<file path="src/rtl/jse_pkg.sv">
// ----------------------------------------------------------------------------
// JSON string escape encoder package
// Shared command type, character codes and the hex digit helper.
// ----------------------------------------------------------------------------
package jse_pkg;

	// Kind of output text that one queued command expands to.
	typedef enum logic [1:0] {
		CMD_CHAR = 2'd0,	// one byte, passed through
		CMD_PAIR = 2'd1,	// backslash and one character
		CMD_UESC = 2'd2		// backslash, 'u' and four hex digits
	} cmd_kind_t;

	typedef struct packed {
		cmd_kind_t   kind;
		logic [15:0] code;
	} cmd_t;

	localparam logic [7:0] CH_QUOTE  = 8'h22;
	localparam logic [7:0] CH_SLASH  = 8'h2F;
	localparam logic [7:0] CH_BSLASH = 8'h5C;
	localparam logic [7:0] CH_LOW_U  = 8'h75;
	localparam logic [7:0] CH_LOW_B  = 8'h62;
	localparam logic [7:0] CH_LOW_F  = 8'h66;
	localparam logic [7:0] CH_LOW_N  = 8'h6E;
	localparam logic [7:0] CH_LOW_R  = 8'h72;
	localparam logic [7:0] CH_LOW_T  = 8'h74;

	localparam logic [7:0] CTL_BS = 8'h08;
	localparam logic [7:0] CTL_HT = 8'h09;
	localparam logic [7:0] CTL_LF = 8'h0A;
	localparam logic [7:0] CTL_FF = 8'h0C;
	localparam logic [7:0] CTL_CR = 8'h0D;

	// Index of the final byte of the pair and u-escape command kinds.
	localparam logic [2:0] PAIR_LAST_IDX = 3'd1;
	localparam logic [2:0] UESC_LAST_IDX = 3'd5;

	// Uppercase hex digit in ASCII.
	function automatic logic [7:0] hex_digit(input logic [3:0] v);
		if (v < 4'd10) begin
			hex_digit = {4'h0, v} + 8'd48;
		end else begin
			hex_digit = {4'h0, v} + 8'd55;
		end
	endfunction

endpackage

</file>
<file path="src/rtl/jse_raw_if.sv">
// ----------------------------------------------------------------------------
// Raw byte channel
// Carries one raw string byte and its end flag per item.
// ----------------------------------------------------------------------------
interface jse_raw_if;
	logic       valid;
	logic       ready;
	logic [7:0] in_byte;
	logic       end_of_string;

	modport source (output valid, output in_byte, output end_of_string, input ready);
	modport sink (input valid, input in_byte, input end_of_string, output ready);
endinterface

</file>
<file path="src/rtl/jse_esc_if.sv">
// ----------------------------------------------------------------------------
// Escaped byte channel
// Carries one byte of escaped text and the last-of-run flag per item.
// ----------------------------------------------------------------------------
interface jse_esc_if;
	logic       valid;
	logic       ready;
	logic [7:0] out_byte;
	logic       run_last;

	modport source (output valid, output out_byte, output run_last, input ready);
	modport sink (input valid, input out_byte, input run_last, output ready);
endinterface

</file>
<file path="src/rtl/jse_front.sv">
// ----------------------------------------------------------------------------
// Front end
// Classifies raw bytes, collects UTF-8 sequences and issues text commands.
// ----------------------------------------------------------------------------
module jse_front import jse_pkg::*; (
	input  logic         clk,
	input  logic         arst_n,
	jse_raw_if.sink      raw,
	output logic         push_valid,
	input  logic         push_ready,
	output cmd_t         push_data
);

	logic [1:0]  pending_q;
	logic        skipping_q;
	logic [15:0] accum_q;

	logic [1:0]  pending_d;
	logic        skipping_d;
	logic [15:0] accum_d;
	logic [1:0]  pending_dec;
	logic [15:0] cont_bits;
	logic        has_cmd;
	logic        accept;
	cmd_t        cmd;

	assign raw.ready = push_ready;
	assign accept    = raw.valid && push_ready;

	assign pending_dec = pending_q - 2'd1;

	always_comb begin
		case (pending_dec)
			2'd0:    cont_bits = {10'd0, raw.in_byte[5:0]};
			2'd1:    cont_bits = {4'd0, raw.in_byte[5:0], 6'd0};
			default: cont_bits = {raw.in_byte[3:0], 12'd0};
		endcase
	end

	always_comb begin
		pending_d  = pending_q;
		skipping_d = skipping_q;
		accum_d    = accum_q;
		has_cmd    = 1'b0;
		cmd.kind   = CMD_CHAR;
		cmd.code   = {8'd0, raw.in_byte};
		if (pending_q != 2'd0) begin
			pending_d = pending_dec;
			if (!skipping_q) begin
				accum_d = accum_q | cont_bits;
				if (pending_dec == 2'd0) begin
					has_cmd  = 1'b1;
					cmd.kind = CMD_UESC;
					cmd.code = accum_q | cont_bits;
				end
			end
			if (pending_dec == 2'd0) begin
				skipping_d = 1'b0;
				accum_d    = 16'd0;
			end
		end else begin
			case (raw.in_byte) inside
				CH_QUOTE, CH_BSLASH, CH_SLASH: begin
					has_cmd  = 1'b1;
					cmd.kind = CMD_PAIR;
				end
				CTL_BS: begin
					has_cmd  = 1'b1;
					cmd.kind = CMD_PAIR;
					cmd.code = {8'd0, CH_LOW_B};
				end
				CTL_FF: begin
					has_cmd  = 1'b1;
					cmd.kind = CMD_PAIR;
					cmd.code = {8'd0, CH_LOW_F};
				end
				CTL_LF: begin
					has_cmd  = 1'b1;
					cmd.kind = CMD_PAIR;
					cmd.code = {8'd0, CH_LOW_N};
				end
				CTL_CR: begin
					has_cmd  = 1'b1;
					cmd.kind = CMD_PAIR;
					cmd.code = {8'd0, CH_LOW_R};
				end
				CTL_HT: begin
					has_cmd  = 1'b1;
					cmd.kind = CMD_PAIR;
					cmd.code = {8'd0, CH_LOW_T};
				end
				[8'h00:8'h1F]: begin
					has_cmd  = 1'b1;
					cmd.kind = CMD_UESC;
				end
				[8'h20:8'h7F]: begin
					has_cmd  = 1'b1;
					cmd.kind = CMD_CHAR;
				end
				[8'hC0:8'hDF]: begin
					accum_d   = {5'd0, raw.in_byte[4:0], 6'd0};
					pending_d = 2'd1;
				end
				[8'hE0:8'hEF]: begin
					accum_d   = {raw.in_byte[3:0], 12'd0};
					pending_d = 2'd2;
				end
				[8'hF0:8'hF7]: begin
					skipping_d = 1'b1;
					pending_d  = 2'd3;
				end
				default: begin
					// Stray continuation bytes and F8 to FF are dropped.
				end
			endcase
		end
		if (raw.end_of_string) begin
			pending_d  = 2'd0;
			skipping_d = 1'b0;
			accum_d    = 16'd0;
		end
	end

	assign push_valid = raw.valid && has_cmd;
	assign push_data  = cmd;

	always_ff @(posedge clk or negedge arst_n) begin
		if (!arst_n) begin
			pending_q  <= 2'd0;
			skipping_q <= 1'b0;
			accum_q    <= 16'd0;
		end else if (accept) begin
			pending_q  <= pending_d;
			skipping_q <= skipping_d;
			accum_q    <= accum_d;
		end
	end

endmodule

</file>
<file path="src/rtl/jse_queue.sv">
// ----------------------------------------------------------------------------
// Command queue
// Small first-in first-out buffer between the front and back ends.
// ----------------------------------------------------------------------------
module jse_queue import jse_pkg::*; #(
	parameter int DEPTH = 2
) (
	input  logic clk,
	input  logic arst_n,
	input  logic push_valid,
	output logic push_ready,
	input  cmd_t push_data,
	output logic pop_valid,
	input  logic pop_ready,
	output cmd_t pop_data
);

	localparam int PTR_W = (DEPTH > 1) ? $clog2(DEPTH) : 1;
	localparam int CNT_W = $clog2(DEPTH + 1);

	cmd_t             mem_q [DEPTH];
	logic [PTR_W-1:0] wr_ptr_q;
	logic [PTR_W-1:0] rd_ptr_q;
	logic [CNT_W-1:0] count_q;
	logic             do_push;
	logic             do_pop;

	assign push_ready = (count_q != CNT_W'(DEPTH));
	assign pop_valid  = (count_q != '0);
	assign do_push    = push_valid && push_ready;
	assign do_pop     = pop_valid && pop_ready;
	assign pop_data   = mem_q[rd_ptr_q];

	function automatic logic [PTR_W-1:0] next_ptr(input logic [PTR_W-1:0] p);
		if (p == PTR_W'(DEPTH - 1)) begin
			next_ptr = '0;
		end else begin
			next_ptr = p + 1'b1;
		end
	endfunction

	always_ff @(posedge clk) begin
		if (do_push) begin
			mem_q[wr_ptr_q] <= push_data;
		end
	end

	always_ff @(posedge clk or negedge arst_n) begin
		if (!arst_n) begin
			wr_ptr_q <= '0;
			rd_ptr_q <= '0;
			count_q  <= '0;
		end else begin
			if (do_push) begin
				wr_ptr_q <= next_ptr(wr_ptr_q);
			end
			if (do_pop) begin
				rd_ptr_q <= next_ptr(rd_ptr_q);
			end
			if (do_push && !do_pop) begin
				count_q <= count_q + 1'b1;
			end else if (do_pop && !do_push) begin
				count_q <= count_q - 1'b1;
			end
		end
	end

endmodule

</file>
<file path="src/rtl/jse_back.sv">
// ----------------------------------------------------------------------------
// Back end
// Expands queued commands into escaped text, one byte per cycle while the receiver is ready.
// ----------------------------------------------------------------------------
module jse_back import jse_pkg::*; (
	input  logic         clk,
	input  logic         arst_n,
	input  logic         pop_valid,
	output logic         pop_ready,
	input  cmd_t         pop_data,
	jse_esc_if.source    esc
);

	logic        busy_q;
	cmd_kind_t   kind_q;
	logic [15:0] code_q;
	logic [2:0]  idx_q;

	logic        out_valid_q;
	logic [7:0]  out_byte_q;
	logic        run_last_q;

	logic        advance;
	logic        at_last;
	logic [7:0]  cur_byte;

	assign advance = busy_q && (!out_valid_q || esc.ready);

	always_comb begin
		case (kind_q)
			CMD_CHAR: begin
				at_last  = 1'b1;
				cur_byte = code_q[7:0];
			end
			CMD_PAIR: begin
				at_last  = (idx_q == PAIR_LAST_IDX);
				cur_byte = (idx_q == 3'd0) ? CH_BSLASH : code_q[7:0];
			end
			CMD_UESC: begin
				at_last = (idx_q == UESC_LAST_IDX);
				case (idx_q)
					3'd0:    cur_byte = CH_BSLASH;
					3'd1:    cur_byte = CH_LOW_U;
					3'd2:    cur_byte = hex_digit(code_q[15:12]);
					3'd3:    cur_byte = hex_digit(code_q[11:8]);
					3'd4:    cur_byte = hex_digit(code_q[7:4]);
					default: cur_byte = hex_digit(code_q[3:0]);
				endcase
			end
			default: begin
				at_last  = 1'b1;
				cur_byte = code_q[7:0];
			end
		endcase
	end

	assign pop_ready = !busy_q || (advance && at_last);

	always_ff @(posedge clk or negedge arst_n) begin
		if (!arst_n) begin
			busy_q <= 1'b0;
			kind_q <= CMD_CHAR;
			idx_q  <= 3'd0;
		end else if (pop_valid && pop_ready) begin
			busy_q <= 1'b1;
			kind_q <= pop_data.kind;
			idx_q  <= 3'd0;
		end else if (advance && at_last) begin
			busy_q <= 1'b0;
		end else if (advance) begin
			idx_q <= idx_q + 3'd1;
		end
	end

	always_ff @(posedge clk) begin
		if (pop_valid && pop_ready) begin
			code_q <= pop_data.code;
		end
		if (advance) begin
			out_byte_q <= cur_byte;
			run_last_q <= at_last;
		end
	end

	always_ff @(posedge clk or negedge arst_n) begin
		if (!arst_n) begin
			out_valid_q <= 1'b0;
		end else if (advance) begin
			out_valid_q <= 1'b1;
		end else if (esc.ready) begin
			out_valid_q <= 1'b0;
		end
	end

	assign esc.valid    = out_valid_q;
	assign esc.out_byte = out_byte_q;
	assign esc.run_last = run_last_q;

endmodule

</file>
<file path="src/rtl/json_string_escape_encoder.sv">
// Path: an item goes from the queue into the back end and out through its output register.
// Throughput: the front end takes one item per cycle while the command queue has room;
// the back end sends one byte per cycle while esc is ready; an item is 0, 1, 2 or 6 bytes.
// The output port is the bottleneck: a control byte without a short escape, or the byte that
// completes a UTF-8 sequence, yields six bytes; lead and dropped bytes yield none.
// Reset: arst_n clears the UTF-8 collector, the queue and the output register at once.
// ----------------------------------------------------------------------------
// JSON string escape encoder
// Turns raw string bytes into JSON-escaped text, one byte per output item.
// ----------------------------------------------------------------------------
module json_string_escape_encoder import jse_pkg::*; #(
	parameter int QUEUE_DEPTH = 2
) (
	input  logic       clk,
	input  logic       arst_n,
	jse_raw_if.sink    raw,
	jse_esc_if.source  esc
);

	// The front end decides what text each raw byte produces and keeps the
	// UTF-8 collector state. Bytes that produce no text (leads, dropped bytes)
	// are accepted without touching the queue.
	logic push_valid;
	logic push_ready;
	cmd_t push_data;

	// The queue decouples classification from expansion, so a new raw item can
	// be taken while a six-byte escape is still going out.
	logic pop_valid;
	logic pop_ready;
	cmd_t pop_data;

	jse_front u_front (
		.clk        (clk),
		.arst_n     (arst_n),
		.raw        (raw),
		.push_valid (push_valid),
		.push_ready (push_ready),
		.push_data  (push_data)
	);

	jse_queue #(
		.DEPTH (QUEUE_DEPTH)
	) u_queue (
		.clk        (clk),
		.arst_n     (arst_n),
		.push_valid (push_valid),
		.push_ready (push_ready),
		.push_data  (push_data),
		.pop_valid  (pop_valid),
		.pop_ready  (pop_ready),
		.pop_data   (pop_data)
	);

	// The back end walks each command byte by byte into a registered output
	// stage, which keeps the result stable while the downstream side stalls.
	jse_back u_back (
		.clk       (clk),
		.arst_n    (arst_n),
		.pop_valid (pop_valid),
		.pop_ready (pop_ready),
		.pop_data  (pop_data),
		.esc       (esc)
	);

endmodule

</file>
<file path="src/flat_wrapper.sv">
// flat-port wrapper written by rule: the top's interface ports become plain ports
module json_string_escape_encoder_flat import jse_pkg::*;
#(
	parameter int QUEUE_DEPTH = 2
)
  (clk, arst_n, raw_valid, raw_in_byte, raw_end_of_string, raw_ready, esc_valid, esc_out_byte, esc_run_last, esc_ready);
  jse_raw_if raw_i ();
  jse_esc_if esc_i ();
  input  logic clk;
  input  logic arst_n;
  input wire logic [$bits(raw_i.valid)-1:0] raw_valid;
  input wire logic [$bits(raw_i.in_byte)-1:0] raw_in_byte;
  input wire logic [$bits(raw_i.end_of_string)-1:0] raw_end_of_string;
  output wire logic [$bits(raw_i.ready)-1:0] raw_ready;
  output wire logic [$bits(esc_i.valid)-1:0] esc_valid;
  output wire logic [$bits(esc_i.out_byte)-1:0] esc_out_byte;
  output wire logic [$bits(esc_i.run_last)-1:0] esc_run_last;
  input wire logic [$bits(esc_i.ready)-1:0] esc_ready;
  assign raw_i.valid = raw_valid;
  assign raw_i.in_byte = raw_in_byte;
  assign raw_i.end_of_string = raw_end_of_string;
  assign raw_ready = raw_i.ready;
  assign esc_valid = esc_i.valid;
  assign esc_out_byte = esc_i.out_byte;
  assign esc_run_last = esc_i.run_last;
  assign esc_i.ready = esc_ready;
  json_string_escape_encoder #(.QUEUE_DEPTH(QUEUE_DEPTH)) u_core (.clk(clk), .arst_n(arst_n), .raw(raw_i), .esc(esc_i));
endmodule
</file>
<file path="config.mk">
export PLATFORM = sky130hd
export DESIGN_NAME = json_string_escape_encoder_flat
export DESIGN_NICKNAME = d
export VERILOG_FILES = /design/src/rtl/jse_pkg.sv /design/src/rtl/jse_raw_if.sv /design/src/rtl/jse_esc_if.sv /design/src/rtl/jse_front.sv /design/src/rtl/jse_queue.sv /design/src/rtl/jse_back.sv /design/src/rtl/json_string_escape_encoder.sv /design/src/flat_wrapper.sv
export SDC_FILE = /design/constraint.sdc
export NUM_CORES = 1
export LEC_CHECK = 0
export ABC_AREA = 1
export ABC_CLOCK_PERIOD_IN_PS = 4400
export BUFFER_PORTS_ARGS = -buffer_cell sky130_fd_sc_hd__buf_2
export CAP_MARGIN = 20
export CORE_AREA = 2 2 122 124
export CTS_CLUSTER_DIAMETER = 100
export DETAILED_ROUTE_END_ITERATION = 12
export DIE_AREA = 0 0 124 126
export REMOVE_ABC_BUFFERS = 1
export SYNTH_ARGS = -nofsm -noshare
export SYNTH_HDL_FRONTEND = slang
export SYNTH_SLANG_ARGS = --single-unit
</file>
<file path="constraint.sdc">
create_clock -name clk -period 4.4 [get_ports clk]
set_input_delay 0 -clock clk [delete_from_list [all_inputs] [get_ports clk]]
set_output_delay 0 -clock clk [all_outputs]
set_load 0.02 [all_outputs]
</file>
==> results.yml <==
status:
  status: "finished, final reports clean"
cts:
  cts_inserted_buffers: 9
  root_buffer: "clkbuf_16"
  cts_tree: "built"
  clk_path_buf_depth: 2
  clock-sinks: 91
  path_clk_slew_ns: 0.06
  post_cts_resized: 0
  clkLatencyLatePin_ns: 0.34
  htree_levels: 3
drt:
  avgRoutedWirePerCell_um: 12.9
  drtIter0Drc: 200
  final_antenna_net_count: 0
  firstDrtPassIters: 5
  vias: 3846
  wirelength_um: 10300
  routed_via_density: 4.83
  drcViolationCount: 0
synthesis:
  synth_largest_area_cell: "edfxtp_1"
  async_flop_share: 0.330
  yosysMostFrequentCell: "nand2_1"
  syn_area_per_cell_um2: 8.53
  seq_area_frac_synth: 0.525
  synthTopCellsByArea: "edfxtp_1 37%, dfrtp_1 15%, nand2_1 13%, inv_1 5.6%, nor2_1 4.3%"
  synth_area_mm2: 0.00492
  ys.flop_type: "edfxtp_1"
  synth-seq-cells: 91
  synthesis.instances: 577
  synthTopCellsByCount: "174 x nand2_1, 74 x inv_1, 61 x edfxtp_1"
  synth_edf_count: 61
  yosysWarnings: 0
  netlist.area_leader.share: 0.372
  yosysUniqueCellTypes: 37
cells_and_area:
  area_growth_pct: 13.4
  regArea_mm2: 0.00258
  multi_input_area_mm2: 0.00198
  fill_cells: 1467
  post_route_cells_drive_above_1_share: 0.114
  final_nets: 637
  n_antenna_cell: 0
timing:
  fin_skew_ns: 0.00835
  post-route-period-util: 0.577
  setup_violations: 0
  hold_viol_final: 0
  setup-tns-final_ns: 0
  worst_slack_ns: 1.86
  holdWs_ns: 0.0810
  slew_viol_final: 0
  fmax_mhz: 394
  fin_crit_ns: 2.54
  maxSlewHeadroom: 0.332
  rsz0062_at_grt: "false"
  tightest_slew_ns: 1.00
global_route:
  antenna_found_initial: 0
  grt_pass1_vias: 3745
  grt_max_degree: 31
  grt-ovfl-total: 0
  grt_pass1_wl_um: 17500
  grt.total_usage: 0.142
critical_path:
  worstSetupPathType: "register to register"
  cp.arrival_ns: 2.76
  cp_max_fo: 16
  crit_required_ns: 4.62
  start_kind: "register"
  end_kind: "register"
die:
  core_area_mm2: 0.0143
  die_area_mm2: 0.0156
  initial_utilization: 0.344
  fp-row-count: 44
  fp.dieH_um: 126
  die_w_um: 124
  ioPinCount: 24
hold_path:
  holdCritPathClass: "input port to register"
power_and_ir_drop:
  p_leak_nw: 2.49
  power_density_mw_per_mm2: 698
  irDropWorstVdd_v: 0.000264
placed_design:
  dp_slack_ns: 1.86
  place.gp.congestion: 0.918
  port_buffers: 23
  hpwl_um: 7910
job:
  maxCapViolations: 0
-- cells by family (layout without fill, tap and decap cells) --
kind of cell / count (synthesis) / count (layout) / share of synthesized area
XOR/XNOR: 3 / 3 / 0.00534
adder cells (fa/ha/maj): 16 / 16 / 0.0407
AND/OR/NAND/NOR: 289 / 289 / 0.248
flip-flops: 91 / 91 / 0.525
AO/OA/AOI/OAI: 88 / 88 / 0.109
buffers and inverters: 90 / 126 / 0.0724
-- per-stage QoR --
stage               cells  cell area (um^2)   util  total power [mW]
floorplan             570              4880      -              2.65
global route          797              5580  0.390              4.25
CTS                   797              5580  0.390              3.92
finish                797              5580  0.390              3.90
detailed placement    779              5240  0.366              3.09
global placement      779              5240  0.366              3.05
-- final timing paths --
kind | startpoint | endpoint | slack [ns] | cells after the start
worst max-delay path | u_core.u_front.pending_q[0] | u_core.u_queue.count_q[1] | 1.86 | 11
worst min-delay path | raw_end_of_string | u_core.u_front.accum_q[11] | 0.08 | 4
worst max register to register | u_core.u_front.pending_q[0] | u_core.u_queue.count_q[1] | 1.86 | 11
worst min register to register | u_core.u_front.accum_q[7] | u_core.u_front.accum_q[7] | 0.47 | 2
max in group asynchronous | arst_n | u_core.u_back.kind_q[0] | 3.72 | 2
min in group asynchronous | arst_n | u_core.u_front.skipping_q | 0.24 | 2
-- state kept, by name (all words and copies together) (netlist names) --
register	flops
u_core.u_front.accum_q	16
u_core.u_front.skipping_q	1
u_core.u_front.pending_q	2
u_core.u_queue.wr_ptr_q	1
u_core.u_queue.mem_q	36
u_core.u_back.esc.valid	1
u_core.u_back.kind_q	2
u_core.u_queue.rd_ptr_q	1
u_core.u_back.esc.run_last	1
u_core.u_back.busy_q	1
u_core.u_back.code_q	16
u_core.u_back.idx_q	3
u_core.u_queue.count_q	2
u_core.u_back.esc.out_byte	8
-- worst max-delay path: stages, from the launching register on --
cell     delay (ns)
dfrtp_1        0.41
inv_1          0.11
ha_1           0.34
inv_2          0.14
nand2_1        0.38
o21ai_0        0.16
nand2_1        0.14
inv_2          0.05
ha_1           0.31
a21oi_1        0.13
o21ai_0        0.12
xnor2_1        0.13
-- layout by cell type (no fill, tap or decap), drive strengths merged, types with 2 or more instances in the layout --
| cell | count |
|---|---|
| nand2 | 181 |
| a22oi | 2 |
| ha | 16 |
| buf | 25 |
| a21oi | 26 |
| o21bai | 9 |
| inv | 83 |
| o221ai | 2 |
| dlygate4sd3 | 2 |
| clkbuf | 9 |
| xnor2 | 2 |
| a31oi | 2 |
| nand3b | 2 |
| edfxtp | 61 |
| o22ai | 5 |
| nand3 | 35 |
| bufinv | 2 |
| o211ai | 3 |
| clkinv | 4 |
| dfrtp | 30 |
| o21ai | 35 |
| nor2 | 63 |
| nand4 | 7 |
-- area by class of cell --
| class | count | area share |
|---|---|---|
| Timing Repair Buffer | 27 | 0.0269 |
| Clock inverter | 7 | 0.0179 |
| Inverter | 83 | 0.0558 |
| Sequential cell | 91 | 0.462 |
| Clock buffer | 9 | 0.0403 |
| Tap cell | 184 | 0.0412 |
| Multi-Input combinational cell | 396 | 0.355 |
-- repair_timing --
| item | CTS | global route |
|---|---|---|
| setup endpoints to repair | 0 | 0 |
| buffers inserted | 0 | 0 |
| endpoints found under the hold margin | 31 | 0 |
| hold buffers | 2 | 0 |
-- routing by layer --
| layer | up-vias | GRT usage | share of wire |
|---|---|---|---|
| li1 | 1955 | - | - |
| met1 | 1749 | 0.177 | 0.44 |
| met2 | 120 | 0.234 | 0.49 |
| met3 | 22 | 0.0317 | 0.043 |
| met4 | 0 | 0.0635 | 0.030 |
| met5 | - | 0 | 0 |
-- report_power, final --
group	internal, mW	switching, mW	leakage (nW)
clock	0.501	0.320	0.155
combinational	0.509	1.09	1.38
sequential	1.29	0.181	0.961
Note: power is estimated with default switching activity, not from simulation.
